--- config.mk ---
export PLATFORM = sky130hd
export DESIGN_NAME = colour_sensor_two_point_normalizer_flat
export DESIGN_NICKNAME = d
export VERILOG_FILES = /design/src/sv/csn_pkg.sv /design/src/sv/csn_if.sv /design/src/sv/csn_front.sv /design/src/sv/csn_queue.sv /design/src/sv/csn_div.sv /design/src/sv/csn_back.sv /design/src/sv/colour_sensor_two_point_normalizer.sv /design/src/flat_wrapper.sv
export SDC_FILE = /design/constraint.sdc
export NUM_CORES = 1
export LEC_CHECK = 0
export BUFFER_PORTS_ARGS = -buffer_cell sky130_fd_sc_hd__buf_2
export CAP_MARGIN = 15
export CELL_PAD_IN_SITES_DETAIL_PLACEMENT = 0
export CELL_PAD_IN_SITES_GLOBAL_PLACEMENT = 2
export CORE_MARGIN = 2
export CORE_UTILIZATION = 43
export DETAILED_ROUTE_END_ITERATION = 6
export PLACE_DENSITY = 0.86
export SLEW_MARGIN = 20
export SYNTH_ARGS = -nofsm -noshare
export SYNTH_HDL_FRONTEND = slang
export SYNTH_SLANG_ARGS = --single-unit
--- constraint.sdc ---
create_clock -name clk -period 10.65 [get_ports clk]
set_input_delay 1.065 -clock clk [delete_from_list [all_inputs] [get_ports clk]]
set_output_delay 1.065 -clock clk [all_outputs]
set_load 0.1 [all_outputs]
--- src/sv/csn_pkg.sv ---
// csn_pkg: shared codes and fixed constants for the colour sensor normaliser.
// No dependencies; queue and divider aside, every file uses its scoped names.
`timescale 1ns / 1ps

package csn_pkg;

  // Width and reset value of the samples-per-reading register
  localparam int CFG_W     = 5;
  localparam int CFG_RESET = 5;

  // Red, green and blue; channel code three is not a colour
  localparam int NUM_CHANNELS = 3;
  localparam int CH_W         = 2;
  localparam int MASK_W       = 2 * NUM_CHANNELS;

  // Depth of the job queue between front and back
  localparam int QUEUE_DEPTH = 2;

  typedef enum logic [1:0] {
    OP_WHITE   = 2'd0,
    OP_BLACK   = 2'd1,
    OP_MEASURE = 2'd2
  } op_t;

  typedef enum logic [1:0] {
    ST_MEASURED   = 2'd0,
    ST_CAPTURED   = 2'd1,
    ST_ZERO_RANGE = 2'd2
  } status_t;

endpackage

--- src/sv/csn_if.sv ---
// csn_if: valid/ready channel interfaces for sample beats and reading beats.
// Depends on csn_pkg for the channel width and the status type.
`timescale 1ns / 1ps

interface csn_in_if #(
  parameter int ADC_BITS = 10
);
  logic                      valid;
  logic                      ready;
  logic [1:0]                operation;
  logic [csn_pkg::CH_W-1:0]  channel;
  logic [ADC_BITS-1:0]       sample;

  modport source (output valid, output operation, output channel, output sample,
                  input ready);
  modport sink   (input valid, input operation, input channel, input sample,
                  output ready);
endinterface

interface csn_out_if #(
  parameter int ADC_BITS = 10,
  parameter int VALUE_W  = 19
);
  logic                        valid;
  logic                        ready;
  logic [csn_pkg::CH_W-1:0]    out_channel;
  logic [ADC_BITS-1:0]         average;
  logic signed [VALUE_W-1:0]   value;
  csn_pkg::status_t            status;
  logic                        calibrated;

  modport source (output valid, output out_channel, output average, output value,
                  output status, output calibrated, input ready);
  modport sink   (input valid, input out_channel, input average, input value,
                  input status, input calibrated, output ready);
endinterface

--- src/sv/csn_front.sv ---
// csn_front: takes sample beats, drops bad codes, accumulates per reading and
// pushes one job per finished reading. Depends on csn_pkg and csn_if.
`timescale 1ns / 1ps

module csn_front #(
  parameter int ADC_BITS    = 10,
  parameter int MAX_SAMPLES = 16,
  parameter int CNT_W       = $clog2(MAX_SAMPLES + 1),
  parameter int SUM_W       = ADC_BITS + $clog2(MAX_SAMPLES)
) (
  input  logic                        clk,
  input  logic                        rst,
  csn_in_if.sink                      samples,
  input  logic [csn_pkg::CFG_W-1:0]   count_cfg,
  input  logic                        queue_full,
  output logic                        push,
  output logic [1:0]                  job_op,
  output logic [csn_pkg::CH_W-1:0]    job_ch,
  output logic [SUM_W-1:0]            job_sum,
  output logic [CNT_W-1:0]            job_cnt
);

  logic [SUM_W-1:0]           sum;
  logic [CNT_W-1:0]           taken;
  logic [1:0]                 run_op;
  logic [csn_pkg::CH_W-1:0]   run_ch;

  logic                       accept;
  logic                       good_item;
  logic                       restart;
  logic [CNT_W-1:0]           n_eff;
  logic [SUM_W-1:0]           sum_next;
  logic [CNT_W-1:0]           taken_next;
  logic                       reading_done;

  assign samples.ready = !queue_full;
  assign accept        = samples.valid && samples.ready;

  // Only white, black and measure on a real colour count
  assign good_item = (samples.operation == csn_pkg::OP_WHITE ||
                      samples.operation == csn_pkg::OP_BLACK ||
                      samples.operation == csn_pkg::OP_MEASURE) &&
                     (int'(samples.channel) < csn_pkg::NUM_CHANNELS);

  // Clamp the programmed count to 1..MAX_SAMPLES
  always_comb begin
    if (count_cfg == '0) begin
      n_eff = CNT_W'(1);
    end else if (int'(count_cfg) > MAX_SAMPLES) begin
      n_eff = CNT_W'(MAX_SAMPLES);
    end else begin
      n_eff = CNT_W'(count_cfg);
    end
  end

  // A new operation or channel drops what was gathered so far
  assign restart      = (samples.operation != run_op) || (samples.channel != run_ch);
  assign sum_next     = (restart ? '0 : sum) + SUM_W'(samples.sample);
  assign taken_next   = (restart ? '0 : taken) + CNT_W'(1);
  assign reading_done = (taken_next >= n_eff);

  assign push    = accept && good_item && reading_done;
  assign job_op  = samples.operation;
  assign job_ch  = samples.channel;
  assign job_sum = sum_next;
  assign job_cnt = n_eff;

  // Accumulator
  always_ff @(posedge clk) begin
    if (rst) begin
      sum    <= '0;
      taken  <= '0;
      run_op <= '0;
      run_ch <= '0;
    end else if (accept && good_item) begin
      run_op <= samples.operation;
      run_ch <= samples.channel;
      if (reading_done) begin
        sum   <= '0;
        taken <= '0;
      end else begin
        sum   <= sum_next;
        taken <= taken_next;
      end
    end
  end

endmodule

--- src/sv/csn_queue.sv ---
// csn_queue: small register FIFO holding reading jobs between front and back.
// No package dependencies.
`timescale 1ns / 1ps

module csn_queue #(
  parameter int WIDTH = 32,
  parameter int DEPTH = 2
) (
  input  logic             clk,
  input  logic             rst,
  input  logic             push,
  input  logic [WIDTH-1:0] wdata,
  output logic             full,
  input  logic             pop,
  output logic             empty,
  output logic [WIDTH-1:0] rdata
);

  localparam int PTR_W = (DEPTH > 1) ? $clog2(DEPTH) : 1;
  localparam int CNT_W = $clog2(DEPTH + 1);

  logic [WIDTH-1:0] slots [DEPTH];
  logic [PTR_W-1:0] wr_ptr;
  logic [PTR_W-1:0] rd_ptr;
  logic [CNT_W-1:0] fill;
  logic             do_push;
  logic             do_pop;

  assign full    = (fill == CNT_W'(DEPTH));
  assign empty   = (fill == '0);
  assign do_push = push && !full;
  assign do_pop  = pop && !empty;
  assign rdata   = slots[rd_ptr];

  // Storage
  always_ff @(posedge clk) begin
    if (do_push) begin
      slots[wr_ptr] <= wdata;
    end
  end

  // Pointers and fill level
  always_ff @(posedge clk) begin
    if (rst) begin
      wr_ptr <= '0;
      rd_ptr <= '0;
      fill   <= '0;
    end else begin
      if (do_push) begin
        wr_ptr <= (wr_ptr == PTR_W'(DEPTH - 1)) ? '0 : wr_ptr + PTR_W'(1);
      end
      if (do_pop) begin
        rd_ptr <= (rd_ptr == PTR_W'(DEPTH - 1)) ? '0 : rd_ptr + PTR_W'(1);
      end
      if (do_push && !do_pop) begin
        fill <= fill + CNT_W'(1);
      end else if (do_pop && !do_push) begin
        fill <= fill - CNT_W'(1);
      end
    end
  end

endmodule

--- src/sv/csn_div.sv ---
// csn_div: unsigned restoring divider, one quotient bit per cycle.
// No package dependencies. Shared by the mean and the normalisation.
`timescale 1ns / 1ps

module csn_div #(
  parameter int DVD_W = 18,
  parameter int DVS_W = 10
) (
  input  logic             clk,
  input  logic             rst,
  input  logic             start,
  input  logic [DVD_W-1:0] dividend,
  input  logic [DVS_W-1:0] divisor,
  output logic             done,
  output logic [DVD_W-1:0] quotient
);

  localparam int STEP_W = $clog2(DVD_W + 1);

  logic [DVD_W-1:0]  quo;
  logic [DVS_W-1:0]  rem;
  logic [DVS_W-1:0]  dsr;
  logic [STEP_W-1:0] steps;
  logic              busy;

  logic [DVS_W:0]    shifted;
  logic [DVS_W+1:0]  trial;
  logic              fits;

  // One restoring step
  assign shifted = {rem, quo[DVD_W-1]};
  assign trial   = {1'b0, shifted} - {2'b00, dsr};
  assign fits    = !trial[DVS_W+1];

  assign quotient = quo;

  // Datapath
  always_ff @(posedge clk) begin
    if (start) begin
      quo <= dividend;
      rem <= '0;
      dsr <= divisor;
    end else if (busy) begin
      quo <= {quo[DVD_W-2:0], fits};
      rem <= fits ? trial[DVS_W-1:0] : shifted[DVS_W-1:0];
    end
  end

  // Step counter
  always_ff @(posedge clk) begin
    if (rst) begin
      busy  <= 1'b0;
      done  <= 1'b0;
      steps <= '0;
    end else begin
      done <= 1'b0;
      if (start) begin
        busy  <= 1'b1;
        steps <= STEP_W'(DVD_W);
      end else if (busy) begin
        steps <= steps - STEP_W'(1);
        if (steps == STEP_W'(1)) begin
          busy <= 1'b0;
          done <= 1'b1;
        end
      end
    end
  end

endmodule

--- src/sv/csn_back.sv ---
// csn_back: takes jobs from the queue, forms the mean, stores references or
// normalises a measurement, and drives the reading channel. Depends on
// csn_pkg, csn_if and an external csn_div.
`timescale 1ns / 1ps

module csn_back #(
  parameter int ADC_BITS    = 10,
  parameter int MAX_SAMPLES = 16,
  parameter int FULL_SCALE  = 255,
  parameter int CNT_W       = $clog2(MAX_SAMPLES + 1),
  parameter int SUM_W       = ADC_BITS + $clog2(MAX_SAMPLES),
  parameter int NUM_W       = ADC_BITS + $clog2(FULL_SCALE + 1),
  parameter int VALUE_W     = NUM_W + 1,
  parameter int DVD_W       = (SUM_W > NUM_W) ? SUM_W : NUM_W,
  parameter int DVS_W       = (ADC_BITS > CNT_W) ? ADC_BITS : CNT_W
) (
  input  logic                       clk,
  input  logic                       rst,
  input  logic                       job_valid,
  output logic                       job_pop,
  input  logic [1:0]                 job_op,
  input  logic [csn_pkg::CH_W-1:0]   job_ch,
  input  logic [SUM_W-1:0]           job_sum,
  input  logic [CNT_W-1:0]           job_cnt,
  output logic                       div_start,
  output logic [DVD_W-1:0]           div_dividend,
  output logic [DVS_W-1:0]           div_divisor,
  input  logic                       div_done,
  input  logic [DVD_W-1:0]           div_quotient,
  csn_out_if.source                  readings
);

  typedef enum logic [4:0] {
    S_IDLE  = 5'b00001,
    S_AVG   = 5'b00010,
    S_APPLY = 5'b00100,
    S_NORM  = 5'b01000,
    S_EMIT  = 5'b10000
  } state_t;

  state_t                          state;
  logic [1:0]                      cur_op;
  logic [csn_pkg::CH_W-1:0]        cur_ch;
  logic [ADC_BITS-1:0]             avg;
  logic                            neg_result;
  logic [ADC_BITS-1:0]             white_ref [csn_pkg::NUM_CHANNELS];
  logic [ADC_BITS-1:0]             black_ref [csn_pkg::NUM_CHANNELS];
  logic [csn_pkg::MASK_W-1:0]      mask;
  csn_pkg::status_t                res_status;
  logic signed [VALUE_W-1:0]       res_value;

  logic                            out_valid;
  logic [csn_pkg::CH_W-1:0]        out_ch;
  logic [ADC_BITS-1:0]             out_avg;
  logic signed [VALUE_W-1:0]       out_value;
  csn_pkg::status_t                out_status;
  logic                            out_cal;

  logic [ADC_BITS-1:0]             ref_w;
  logic [ADC_BITS-1:0]             ref_b;
  logic signed [ADC_BITS:0]        range_s;
  logic signed [ADC_BITS:0]        diff_s;
  logic [ADC_BITS:0]               range_abs;
  logic [ADC_BITS:0]               diff_abs;
  logic                            range_zero;
  logic [NUM_W-1:0]                num_mag;
  logic [VALUE_W-1:0]              quo_ext;
  logic                            measure_go;
  logic                            emit_go;

  // Reference lookup and signed differences for the current channel
  assign ref_w      = white_ref[cur_ch];
  assign ref_b      = black_ref[cur_ch];
  assign range_s    = $signed({1'b0, ref_w}) - $signed({1'b0, ref_b});
  assign diff_s     = $signed({1'b0, avg}) - $signed({1'b0, ref_b});
  assign range_abs  = range_s[ADC_BITS] ? (ADC_BITS + 1)'(0) - range_s : range_s;
  assign diff_abs   = diff_s[ADC_BITS] ? (ADC_BITS + 1)'(0) - diff_s : diff_s;
  assign range_zero = (range_s == '0);
  assign num_mag    = NUM_W'(diff_abs[ADC_BITS-1:0]) * NUM_W'(FULL_SCALE);
  assign quo_ext    = {1'b0, div_quotient[NUM_W-1:0]};

  assign measure_go = (state == S_APPLY) && (cur_op == csn_pkg::OP_MEASURE) && !range_zero;
  assign emit_go    = (state == S_EMIT) && (!out_valid || readings.ready);

  // Divider requests: the mean from the queue head, then the normalisation
  assign job_pop      = (state == S_IDLE) && job_valid;
  assign div_start    = job_pop || measure_go;
  assign div_dividend = job_pop ? DVD_W'(job_sum) : DVD_W'(num_mag);
  assign div_divisor  = job_pop ? DVS_W'(job_cnt) : DVS_W'(range_abs[ADC_BITS-1:0]);

  // Sequencer, references and capture mask
  always_ff @(posedge clk) begin
    if (rst) begin
      state <= S_IDLE;
      mask  <= '0;
      for (int i = 0; i < csn_pkg::NUM_CHANNELS; i++) begin
        white_ref[i] <= '0;
        black_ref[i] <= '0;
      end
    end else begin
      unique case (state)
        S_IDLE: begin
          if (job_valid) begin
            state <= S_AVG;
          end
        end
        S_AVG: begin
          if (div_done) begin
            state <= S_APPLY;
          end
        end
        S_APPLY: begin
          if (cur_op == csn_pkg::OP_WHITE) begin
            white_ref[cur_ch] <= avg;
            mask[cur_ch]      <= 1'b1;
            state             <= S_EMIT;
          end else if (cur_op == csn_pkg::OP_BLACK) begin
            black_ref[cur_ch] <= avg;
            mask[3'(cur_ch) + 3'(csn_pkg::NUM_CHANNELS)] <= 1'b1;
            state             <= S_EMIT;
          end else if (range_zero) begin
            state <= S_EMIT;
          end else begin
            state <= S_NORM;
          end
        end
        S_NORM: begin
          if (div_done) begin
            state <= S_EMIT;
          end
        end
        S_EMIT: begin
          if (emit_go) begin
            state <= S_IDLE;
          end
        end
        default: begin
          state <= S_IDLE;
        end
      endcase
    end
  end

  // Job and result holding registers
  always_ff @(posedge clk) begin
    if (job_pop) begin
      cur_op <= job_op;
      cur_ch <= job_ch;
    end
    if (state == S_AVG && div_done) begin
      avg <= div_quotient[ADC_BITS-1:0];
    end
    if (state == S_APPLY) begin
      neg_result <= diff_s[ADC_BITS] ^ range_s[ADC_BITS];
      res_value  <= '0;
      if (cur_op != csn_pkg::OP_MEASURE) begin
        res_status <= csn_pkg::ST_CAPTURED;
      end else if (range_zero) begin
        res_status <= csn_pkg::ST_ZERO_RANGE;
      end else begin
        res_status <= csn_pkg::ST_MEASURED;
      end
    end
    if (state == S_NORM && div_done) begin
      res_value <= neg_result ? $signed(VALUE_W'(0) - quo_ext) : $signed(quo_ext);
    end
  end

  // Output register
  always_ff @(posedge clk) begin
    if (rst) begin
      out_valid <= 1'b0;
    end else if (emit_go) begin
      out_valid <= 1'b1;
    end else if (readings.ready) begin
      out_valid <= 1'b0;
    end
  end

  always_ff @(posedge clk) begin
    if (emit_go) begin
      out_ch     <= cur_ch;
      out_avg    <= avg;
      out_value  <= res_value;
      out_status <= res_status;
      out_cal    <= &mask;
    end
  end

  assign readings.valid       = out_valid;
  assign readings.out_channel = out_ch;
  assign readings.average     = out_avg;
  assign readings.value       = out_value;
  assign readings.status      = out_status;
  assign readings.calibrated  = out_cal;

endmodule

--- src/sv/colour_sensor_two_point_normalizer.sv ---
// Two-point colour sensor normaliser: one sample beat is taken per cycle while the
// job queue has room; a reading finishes on its last sample. A reference capture
// passes once through the one-bit-per-cycle divider, for the mean; a measurement
// passes twice, for the mean and then the ratio, unless its reference range is zero.
// Synchronous active-high reset clears references, capture mask, accumulator,
// queue and handshakes, and loads 5 into the samples-per-reading register.
`timescale 1ns / 1ps

module colour_sensor_two_point_normalizer #(
  parameter int ADC_BITS    = 10,
  parameter int MAX_SAMPLES = 16,
  parameter int FULL_SCALE  = 255
) (
  input  logic                       clk,
  input  logic                       rst,
  input  logic                       cfg_we,
  input  logic [csn_pkg::CFG_W-1:0]  cfg_wdata,
  csn_in_if.sink                     samples,
  csn_out_if.source                  readings
);

  localparam int CNT_W   = $clog2(MAX_SAMPLES + 1);
  localparam int SUM_W   = ADC_BITS + $clog2(MAX_SAMPLES);
  localparam int NUM_W   = ADC_BITS + $clog2(FULL_SCALE + 1);
  localparam int DVD_W   = (SUM_W > NUM_W) ? SUM_W : NUM_W;
  localparam int DVS_W   = (ADC_BITS > CNT_W) ? ADC_BITS : CNT_W;
  localparam int JOB_W   = 2 + csn_pkg::CH_W + SUM_W + CNT_W;

  logic [csn_pkg::CFG_W-1:0]  samples_per_reading;

  logic                       q_full;
  logic                       q_empty;
  logic                       q_push;
  logic                       q_pop;
  logic [JOB_W-1:0]           q_wdata;
  logic [JOB_W-1:0]           q_rdata;

  logic [1:0]                 f_op;
  logic [csn_pkg::CH_W-1:0]   f_ch;
  logic [SUM_W-1:0]           f_sum;
  logic [CNT_W-1:0]           f_cnt;

  logic [1:0]                 b_op;
  logic [csn_pkg::CH_W-1:0]   b_ch;
  logic [SUM_W-1:0]           b_sum;
  logic [CNT_W-1:0]           b_cnt;

  logic                       div_start;
  logic [DVD_W-1:0]           div_dividend;
  logic [DVS_W-1:0]           div_divisor;
  logic                       div_done;
  logic [DVD_W-1:0]           div_quotient;

  // Samples-per-reading register
  always_ff @(posedge clk) begin
    if (rst) begin
      samples_per_reading <= csn_pkg::CFG_W'(csn_pkg::CFG_RESET);
    end else if (cfg_we) begin
      samples_per_reading <= cfg_wdata;
    end
  end

  csn_front #(
    .ADC_BITS    (ADC_BITS),
    .MAX_SAMPLES (MAX_SAMPLES),
    .CNT_W       (CNT_W),
    .SUM_W       (SUM_W)
  ) u_front (
    .clk        (clk),
    .rst        (rst),
    .samples    (samples),
    .count_cfg  (samples_per_reading),
    .queue_full (q_full),
    .push       (q_push),
    .job_op     (f_op),
    .job_ch     (f_ch),
    .job_sum    (f_sum),
    .job_cnt    (f_cnt)
  );

  // Job packing across the queue
  assign q_wdata = {f_op, f_ch, f_sum, f_cnt};
  assign {b_op, b_ch, b_sum, b_cnt} = q_rdata;

  csn_queue #(
    .WIDTH (JOB_W),
    .DEPTH (csn_pkg::QUEUE_DEPTH)
  ) u_queue (
    .clk   (clk),
    .rst   (rst),
    .push  (q_push),
    .wdata (q_wdata),
    .full  (q_full),
    .pop   (q_pop),
    .empty (q_empty),
    .rdata (q_rdata)
  );

  csn_div #(
    .DVD_W (DVD_W),
    .DVS_W (DVS_W)
  ) u_div (
    .clk      (clk),
    .rst      (rst),
    .start    (div_start),
    .dividend (div_dividend),
    .divisor  (div_divisor),
    .done     (div_done),
    .quotient (div_quotient)
  );

  csn_back #(
    .ADC_BITS    (ADC_BITS),
    .MAX_SAMPLES (MAX_SAMPLES),
    .FULL_SCALE  (FULL_SCALE),
    .CNT_W       (CNT_W),
    .SUM_W       (SUM_W),
    .NUM_W       (NUM_W),
    .VALUE_W     (NUM_W + 1),
    .DVD_W       (DVD_W),
    .DVS_W       (DVS_W)
  ) u_back (
    .clk          (clk),
    .rst          (rst),
    .job_valid    (!q_empty),
    .job_pop      (q_pop),
    .job_op       (b_op),
    .job_ch       (b_ch),
    .job_sum      (b_sum),
    .job_cnt      (b_cnt),
    .div_start    (div_start),
    .div_dividend (div_dividend),
    .div_divisor  (div_divisor),
    .div_done     (div_done),
    .div_quotient (div_quotient),
    .readings     (readings)
  );

endmodule

--- src/flat_wrapper.sv ---
// flat-port wrapper written by rule: the top's interface ports become plain ports
module colour_sensor_two_point_normalizer_flat 
#(
  parameter int ADC_BITS    = 10,
  parameter int MAX_SAMPLES = 16,
  parameter int FULL_SCALE  = 255
)
  (clk, rst, cfg_we, cfg_wdata, samples_valid, samples_operation, samples_channel, samples_sample, samples_ready, readings_valid, readings_out_channel, readings_average, readings_value, readings_status, readings_calibrated, readings_ready);
  csn_in_if #(.ADC_BITS(ADC_BITS)) samples_i ();
  csn_out_if #(.ADC_BITS(ADC_BITS)) readings_i ();
  input  logic clk;
  input  logic rst;
  input  logic cfg_we;
  input  logic [csn_pkg::CFG_W-1:0] cfg_wdata;
  input wire logic [$bits(samples_i.valid)-1:0] samples_valid;
  input wire logic [$bits(samples_i.operation)-1:0] samples_operation;
  input wire logic [$bits(samples_i.channel)-1:0] samples_channel;
  input wire logic [$bits(samples_i.sample)-1:0] samples_sample;
  output wire logic [$bits(samples_i.ready)-1:0] samples_ready;
  output wire logic [$bits(readings_i.valid)-1:0] readings_valid;
  output wire logic [$bits(readings_i.out_channel)-1:0] readings_out_channel;
  output wire logic [$bits(readings_i.average)-1:0] readings_average;
  output wire logic [$bits(readings_i.value)-1:0] readings_value;
  output wire logic [$bits(readings_i.status)-1:0] readings_status;
  output wire logic [$bits(readings_i.calibrated)-1:0] readings_calibrated;
  input wire logic [$bits(readings_i.ready)-1:0] readings_ready;
  assign samples_i.valid = samples_valid;
  assign samples_i.operation = samples_operation;
  assign samples_i.channel = samples_channel;
  assign samples_i.sample = samples_sample;
  assign samples_ready = samples_i.ready;
  assign readings_valid = readings_i.valid;
  assign readings_out_channel = readings_i.out_channel;
  assign readings_average = readings_i.average;
  assign readings_value = readings_i.value;
  assign readings_status = readings_i.status;
  assign readings_calibrated = readings_i.calibrated;
  assign readings_i.ready = readings_ready;
  colour_sensor_two_point_normalizer #(.ADC_BITS(ADC_BITS), .MAX_SAMPLES(MAX_SAMPLES), .FULL_SCALE(FULL_SCALE)) u_core (.clk(clk), .rst(rst), .cfg_we(cfg_we), .cfg_wdata(cfg_wdata), .samples(samples_i), .readings(readings_i));
endmodule
# Word level (Yosys, flattened, before mapping)
# Memories as Yosys holds them, arrays and structs flattened. A register that Yosys moved wholly into a read port is not among the register bits.
# Cells that the tools add are included.
classes:
  addsub: 14
  n_mul: 1
  div_mod_pow: 0
  order_cmp: 7
  eq_ne: 18
  shift: 0
  mux: 66
  n_bitwise: 4
  reduce_logical: 45
op_table:
  columns: ["cell", "count"]
  rows:
  - ["5-bit 2-to-1 mux", 14]
  - ["19-bit 2-to-1 mux", 3]
  - ["18-bit 2-to-1 mux", 3]
  - ["10-bit 2-to-1 mux", 5]
  - ["14-bit 2-to-1 mux", 2]
  - ["1-bit 2-to-1 mux", 27]
  - ["5-bit case mux with 5 select lines", 1]
  - ["10-bit by 10-bit subtractor with 11-bit output", 2]
  - ["10-bit OR reduction", 2]
  - ["1-bit by 10-bit subtractor with 10-bit output (first input constant)", 2]
  - ["1-bit by 18-bit subtractor with 19-bit output (first input constant)", 1]
  - ["10-bit by 8-bit multiplier with 18-bit output (second input constant)", 1]
  - ["1-bit logical AND", 16]
  - ["14-bit by 10-bit adder with 14-bit output", 1]
  - ["2-bit 2-to-1 mux", 7]
  - ["6-bit 2-to-1 mux", 2]
  - ["11-bit by 10-bit subtractor with 12-bit output", 1]
  - ["11-bit logical NOT", 1]
  - ["5-bit by 1-bit == test with 1-bit output (second input constant)", 2]
  - ["2-bit nonzero test", 5]
  - ["1-bit logical NOT", 7]
  - ["2-bit == test (second input constant)", 3]
  - ["2-bit logical NOT", 3]
  - ["2-bit != test (second input constant)", 3]
  - ["other kinds (33)", 41]
word_totals:
  ff_bits: 159
  latchBits: 0
  ram_bits: 106
  rom_bits: 0
  input_bits: 24
  out_inout_bits: 36
  word_cells: 188
  memories: 3
memory_table:
  columns: ["memory", "words", "word_bits", "read_ports", "rd_ports_with_merged_regs", "write_ports", "line", "rtl"]
  rows:
  - ["u_core.u_queue.slots", 2, 23, 1, 1, 1, "csn_queue.sv:22", "logic [WIDTH-1:0] slots [DEPTH];"]
  - ["u_core.u_back.black_ref", 3, 10, 1, 1, 3, "csn_back.sv:47", "logic [ADC_BITS-1:0] black_ref [csn_pkg::NUM_CHANNELS];"]
  - ["u_core.u_back.white_ref", 3, 10, 1, 1, 3, "csn_back.sv:46", "logic [ADC_BITS-1:0] white_ref [csn_pkg::NUM_CHANNELS];"]

# Logic depth before layout (Yosys ltp)
# Gate-level depths: netlist of run 1.
logic_depth:
  depth_word: 11
  ltp_mapped: 31
  mapped_depth_nobuf: 30

# Cells and area by module
# A second synthesis of run 1 with hierarchy kept.
unflattened:
  cells_unflattened: 1406
  area_unflattened_um2: 16414.5
modules_own_cells:
  columns: ["mod", "n_inst", "cells_per_inst", "area_each_um2", "seq_area_each_um2"]
  rows:
  - ["csn_back", 1, 879, 10301.1, 4784.6]
  - ["csn_div", 1, 187, 2244.7, 1181.1]
  - ["csn_queue", 1, 96, 1868.0, 1481.4]
  - ["csn_front", 1, 227, 1814.2, 460.4]
  - ["colour_sensor_two_point_normalizer", 1, 17, 186.4, 100.1]

# Worst setup path after synthesis of run 1
# No wires, ideal clock.
synth_path:
  path_type: "reg-to-reg"
  start: "register with a tool-made name"
  end: "register u_core.u_div.quo[17] (netlist: u_core.u_div.quotient[17]) (data pin)"
  setup_time_ps: 256
  arrival_ps: 7278
  t_required_ps: 10394
  slack_ps: 3116
  stages_incl_launch_ff: 31
  n_path_buf: 1
  period_less_slack_ps: 7534
  cell_sequence: "dfxtp_1 > clkbuf_1 > mux4_2 > inv_1 > ha_1 > a21o_1 > a221oi_4 > a21oi_2 > a31oi_4 > inv_1 > nor2_1 > xor2_1 > inv_1 > fa_1 > inv_1 > ha_1 > xor2_1 > fa_1 > inv_1 > fa_1 > inv_1 > ha_1 > o21ai_0 > nand2b_1 > a21oi_1 > a211oi_1 > o21ai_0 > a21oi_1 > o21ai_0 > nand3_1 > a31o_2"
synth_lines:
  columns: ["element", "line", "rtl"]
  rows:
  - ["end signal, assigned", "csn_div.sv:40", "quo <= dividend;"]
  - ["end signal, assigned", "csn_div.sv:44", "quo <= {quo[DVD_W-2:0], fits};"]
  - ["end, declared", "csn_div.sv:20", "logic [DVD_W-1:0] quo;"]

==> results.toml, run 1 <==
[setup_path]
cp-start-kind = "flop"
crit_path_max_fanout = 20
path_class = "flop to flop"
slowest_stage = "mux4_2"
cp_common_cell = "inv_1"
end_kind = "flop"
cpPeakStageDelay_ns = 0.57
worstPathArrival_ns = 8.41
required_ns = 10.94

[floorplan]
start_util_pct = 43.8
row_count = 70
design.die.area_sq_um = 39000
ios = 60
die_y_um = 198
core_region_area_sq_um = 36800
dieWidth_um = 198

[cells_and_area]
utilization_pct = 49.2
fill_cells = 3313
layout.nets = 1621
area_growth_pct = 12.3
n_antenna_cell = 0
layout-drive-gt1-share_pct = 12.3
fin_area_sq_um = 18100

[placement]
portBuffers = 59
place_ws_ns = 2.55
dpl.hpwl_um = 25200
gp_congestion = 0.804
placed_area_sq_um = 16900

[detailed_routing]
dr.pass1.iters = 4
via_count = 10500
wl_um = 35900
drc = 0
avgViaCountPerCell = 5.36
drt_iter0_drc = 567
ant_nets = 0
wire_per_inst_um = 18.4

[sta]
layout_setup_ws_ns = 2.52
fin_tns_setup_ns = 0
tightestPinTransition_ns = 1.03
slew_viol_final = 0
fmax_mhz = 123
period_needed_ns = 8.13
period_share_pct = 76.3
finalClockSkew_ns = 0.0226
final-hold-violation-count = 0
rsz0062_at_grt = "no"
setup_viol = 0
slew_headroom_pct = 31.1

[clock_network]
clk_pin_slew_ns = 0.06
cts_buffer_depth = 3
cts.sinks = 288
cts_tree = "yes"
numCtsBuffers = 35
cts_resized = 0
root_buffer = "clkbuf_16"
post_cts_buffers = 0
htree_levels = 2
clk_latency_ns = 0.53
cts.hold.buffers_added = 0

[status]
outcome = "complete, no violations"

[job]
cap_violations = 0

[grt]
antenna_found_initial = 0
track_usage_pct = 18.9
grt_max_degree = 57
grt_pass1_wl_um = 57300
overflow = 0
grt_pass1_vias = 10400

[synthesis]
yosysSeqAreaShare_pct = 49.7
synth-seq-cells = 288
synthCells = 1406
synth_cell_type_count = 75
async_flop_share_pct = 0
ys.flop_type = "edfxtp_1"
synth_area_sq_um = 16100
yosysWarnings = 0
avgSynthCellArea_sq_um = 11.5
synth-edff-count = 224
syn_nets = 1571

[worst_hold_path]
hp-class = "flop to flop"
==> per-layer routing <==
layer | track usage, % | routed length [um]
met4 | 5.15 | 758
met1 | 26.8 | 17100
met2 | 30.2 | 16500
met3 | 3.09 | 1630
met5 | 0 | 0
==> area by class of cell <==
cell class,count,area (sq um),share of cell area [%]
Sequential cell,288,8010,44.3
Clock buffer,48,977,5.40
Tap cell,468,586,3.24
Clock inverter,15,250,1.38
Timing Repair Buffer,69,370,2.05
Multi-Input combinational cell,933,7420,41.0
Inverter,129,484,2.68
==> cells in the mapped netlist (7+ instances only) <==
cell type | count | area share, %
nand2_1 | 84 | 2.0
nand3_1 | 24 | 0.75
and3_1 | 65 | 2.5
o21ai_0 | 43 | 1.3
clkbuf_1 | 49 | 1.1
inv_1 | 127 | 3.0
mux4_2 | 20 | 2.8
mux2i_1 | 30 | 1.9
nor4_1 | 7 | 0.27
o221ai_1 | 12 | 0.65
edfxtp_1 | 224 | 42
xnor2_1 | 52 | 2.8
ha_1 | 110 | 8.5
o21a_1 | 8 | 0.37
xor2_1 | 48 | 2.6
a21oi_1 | 61 | 1.9
and2_1 | 22 | 0.85
dfxtp_1 | 64 | 8.0
fa_1 | 31 | 3.9
a22oi_1 | 9 | 0.42
o31ai_1 | 10 | 0.47
nor2b_1 | 19 | 0.74
nand2b_1 | 19 | 0.74
a211oi_1 | 11 | 0.51
nor2_1 | 104 | 2.4
a21o_1 | 28 | 1.3
nor3_1 | 21 | 0.65
==> cell usage in the layout, fill, tap and decap left out, types with 22 or more instances in the layout <==
cell type / n
and3_1: 63
clkbuf_16: 37
ha_1: 110
xnor2_1: 52
edfxtp_1: 224
a21o_1: 28
nor2_1: 104
mux2i_1: 30
nand3_1: 24
xor2_1: 48
o21ai_0: 43
and2_1: 22
a21oi_1: 61
fa_1: 31
inv_1: 127
dfxtp_1: 64
buf_2: 59
nand2_1: 84
==> worst max-delay path, delay by kind of cell (launching register included) <==
family / cells / cell delay, ns
AOI/OAI and AO/OA: 11 / 2.45
xor gates and xnor gates: 2 / 0.61
adders and majority gates: 6 / 2.60
buffers and inverters: 7 / 0.98
DFF: 1 / 0.30
muxes: 1 / 0.57
and+or+nand+nor: 3 / 0.34
==> worst paths after layout <==
kind / depth (start not counted) / slack (ns) / endpoint / start
hold reg to reg: 0 / 0.40 / u_core.u_back.readings.value[11] / u_core.u_back.res_value[11]
setup reg to reg: 30 / 2.52 / u_core.u_div.quotient[17] / flop
hold / removal: 0 / 0.40 / u_core.u_back.readings.value[11] / u_core.u_back.res_value[11]
setup / recovery: 30 / 2.52 / u_core.u_div.quotient[17] / flop
==> flip-flops by register name, indices dropped and copies added, names as in the netlist, 5 cells and up, named ones only <==
name,flops
u_core.u_back.res_value,19
u_core.u_back.black_ref,40
u_core.u_div.steps,5
u_core.u_queue.slots,46
u_core.u_div.rem,10
u_core.u_back.white_ref,40
u_core.samples_per_reading,5
u_core.u_back.mask,6
u_core.u_back.readings.average,10
u_core.u_div.dsr,10
u_core.u_back.state,5
u_core.u_back.readings.value,19
u_core.u_front.taken,5
u_core.u_front.sum,14
u_core.u_back.avg,10
u_core.u_div.quotient,18
==> cell families (layout without fill, tap and decap cells) <==
logic type      count (synthesis)  after routing  share of synthesized area, %
simple gates                  400            400                          12.5
compound gates                232            232                          10.1
xor+xnor                      104            104                          5.91
flops                         288            288                          49.7
mux                            56             56                          5.08
buf+inv                       185            261                          4.36
fa+ha+maj                     141            141                          12.4
==> per-stage QoR <==
| stage | cells | hold WS (ns) |
|---|---|---|
| after floorplan | 1406 | 0.400 |
| after global placement | 1887 | 0.406 |
| after detailed placement | 1887 | 0.405 |
| after CTS | 1950 | 0.395 |
| after global routing | 1950 | 0.414 |
| final | 1950 | 0.400 |
Power of run 1 is not shown: default switching activity piles up to over one toggle a cycle in this logic, so the estimate is an artifact.
==> inputs of run 2 (changes only) <==
--- a/config.mk
+++ b/config.mk
@@ -10,9 +10,9 @@
 export CELL_PAD_IN_SITES_DETAIL_PLACEMENT = 0
 export CELL_PAD_IN_SITES_GLOBAL_PLACEMENT = 2
 export CORE_MARGIN = 2
-export CORE_UTILIZATION = 43
+export CORE_UTILIZATION = 39
 export DETAILED_ROUTE_END_ITERATION = 6
-export PLACE_DENSITY = 0.86
+export PLACE_DENSITY = 0.83
 export SLEW_MARGIN = 20
 export SYNTH_ARGS = -nofsm -noshare
 export SYNTH_HDL_FRONTEND = slang
==> constraint.sdc (replaced) <==
create_clock -name clk -period 7.33 [get_ports clk]
set_input_delay 0.733 -clock clk [delete_from_list [all_inputs] [get_ports clk]]
set_output_delay 0.733 -clock clk [all_outputs]
set_load 0.1 [all_outputs]
==> results.toml, run 2 (synthesis results as in run 1) <==
[grt]
antenna_found_initial = 0
grt_max_degree = 54
grt_pass1_vias = 10700
overflow = 0
track_usage_pct = 17.2
grt_pass1_wl_um = 58700

[setup_path]
required_ns = 7.61
path_class = "flop to flop"
cpPeakStageDelay_ns = 0.59
worstPathArrival_ns = 7.20
end_kind = "flop"
cp_top_family = "adder cells"
path_buf_inv = 7
slowest_stage = "fa_2"
cp_common_cell = "inv_1"
cp-start-kind = "flop"
crit_path_max_fanout = 9

[cells_and_area]
layout.nets = 1658
final_cell_mix = "edfxtp_1 (224), inv_1 (123), ha_1 (107)"
area_growth_pct = 14.6
regArea_sq_um = 8010
top_register = "u_core.u_queue.slots"
multi_input_area_sq_um = 7550
fill_cells = 3770
n_antenna_cell = 0
layout-drive-gt1-share_pct = 16.3
largest_reg_flops = 46
layout_commonest_cell = "edfxtp_1"
reg.largest.list = "u_core.u_queue.slots: 46 flops, u_core.u_back.black_ref: 40 flops, u_core.u_back.white_ref: 40 flops"

[floorplan]
row_count = 74
core_region_area_sq_um = 40800
start_util_pct = 39.5
die_y_um = 207
dieWidth_um = 207
ios = 60
design.die.area_sq_um = 43000

[clock_network]
clk_pin_slew_ns = 0.06
root_buffer = "clkbuf_16"
htree_levels = 2
cts_buffer_depth = 3
cts.sinks = 288
cts.hold.buffers_added = 0
cts_tree = "yes"
numCtsBuffers = 35
clk_latency_ns = 0.56

[detailed_routing]
avgViaCountPerCell = 5.15
dr.pass1.iters = 6
via_count = 10600
drc = 0
ant_nets = 0
wire_per_inst_um = 17.7
drt_iter0_drc = 582
wl_um = 36400

[sta]
final-hold-violation-count = 0
period_share_pct = 94.4
tightestPinTransition_ns = 1.05
finalClockSkew_ns = 0.0298
slew_headroom_pct = 30.3
period_needed_ns = 6.92
setup_viol = 0
slew_viol_final = 0
fmax_mhz = 144
layout_setup_ws_ns = 0.407

[placement]
dpl.hpwl_um = 26300
place_ws_ns = -0.0666
portBuffers = 59
gp_congestion = 0.825

[status]
outcome = "complete, no violations"

[worst_hold_path]
hp-class = "primary input to flop"

[job]
cap_violations = 0
-- run 2: cell count changes in the layout (fill, tap and decap cells not counted), moves of 4 or more --
cell,previous run,this run
clkinv_2,2,9
xor2_1,48,43
buf_4,10,46
xor2_2,0,5
inv_1,127,123
clkbuf_1,10,5
bufinv_16,6,2
inv_2,2,6
-- run 2: per-layer routing --
layer  up-vias  wire, um  global-route usage, %
met1      5139     17400                   23.8
met3        53      1230                   2.45
met4         0       970                   6.08
met2       174     16800                   27.6
met5         -         0                      0
li1       5189         -                      -
-- run 2: repair_timing --
| item | in CTS | in global routing |
|---|---|---|
| gates cloned | 0 | 0 |
| pin swaps | 0 | 11 |
| gates resized for setup | 4 | 28 |
| setup buffers | 0 | 6 |
| setup endpoints to repair | 1 | 6 |
| endpoints found under the hold margin | 0 | 0 |
-- run 2: final timing paths --
kind	start	depth (start not counted)	slack, ns	to
max	flop	29	0.41	u_core.u_div.quotient[16]
min	cfg_wdata[2]	2	0.41	u_core.samples_per_reading[2]
max reg2reg	flop	29	0.41	u_core.u_div.quotient[16]
min reg2reg	u_core.u_back.res_value[14]	0	0.41	u_core.u_back.readings.value[14]
-- run 2: stage by stage --
stage / cells / hold slack (ns) / cell area (sq um) / utilization [%] / setup TNS [ns]
after floorplan: 1406 / 0.400 / 16100 / - / 0
after global placement: 1982 / 0.406 / 17200 / 42.1 / 0
after detailed placement: 1982 / 0.406 / 17200 / 42.1 / -0.0666
after CTS: 2045 / 0.382 / 18300 / 44.8 / 0
after global routing: 2051 / 0.397 / 18500 / 45.2 / -0.00547
final: 2051 / 0.409 / 18500 / 45.2 / 0
-- run 2: layout make-up --
type / count / area share (%)
clock inverters: 22 / 0.976
repair buffers: 106 / 3.58
clock buffers: 41 / 4.98
flip-flops and latches: 288 / 43.4
inverters: 129 / 2.62
multi-input cells: 933 / 40.9
well taps: 532 / 3.60
Power of run 2 is left out for the same reason.
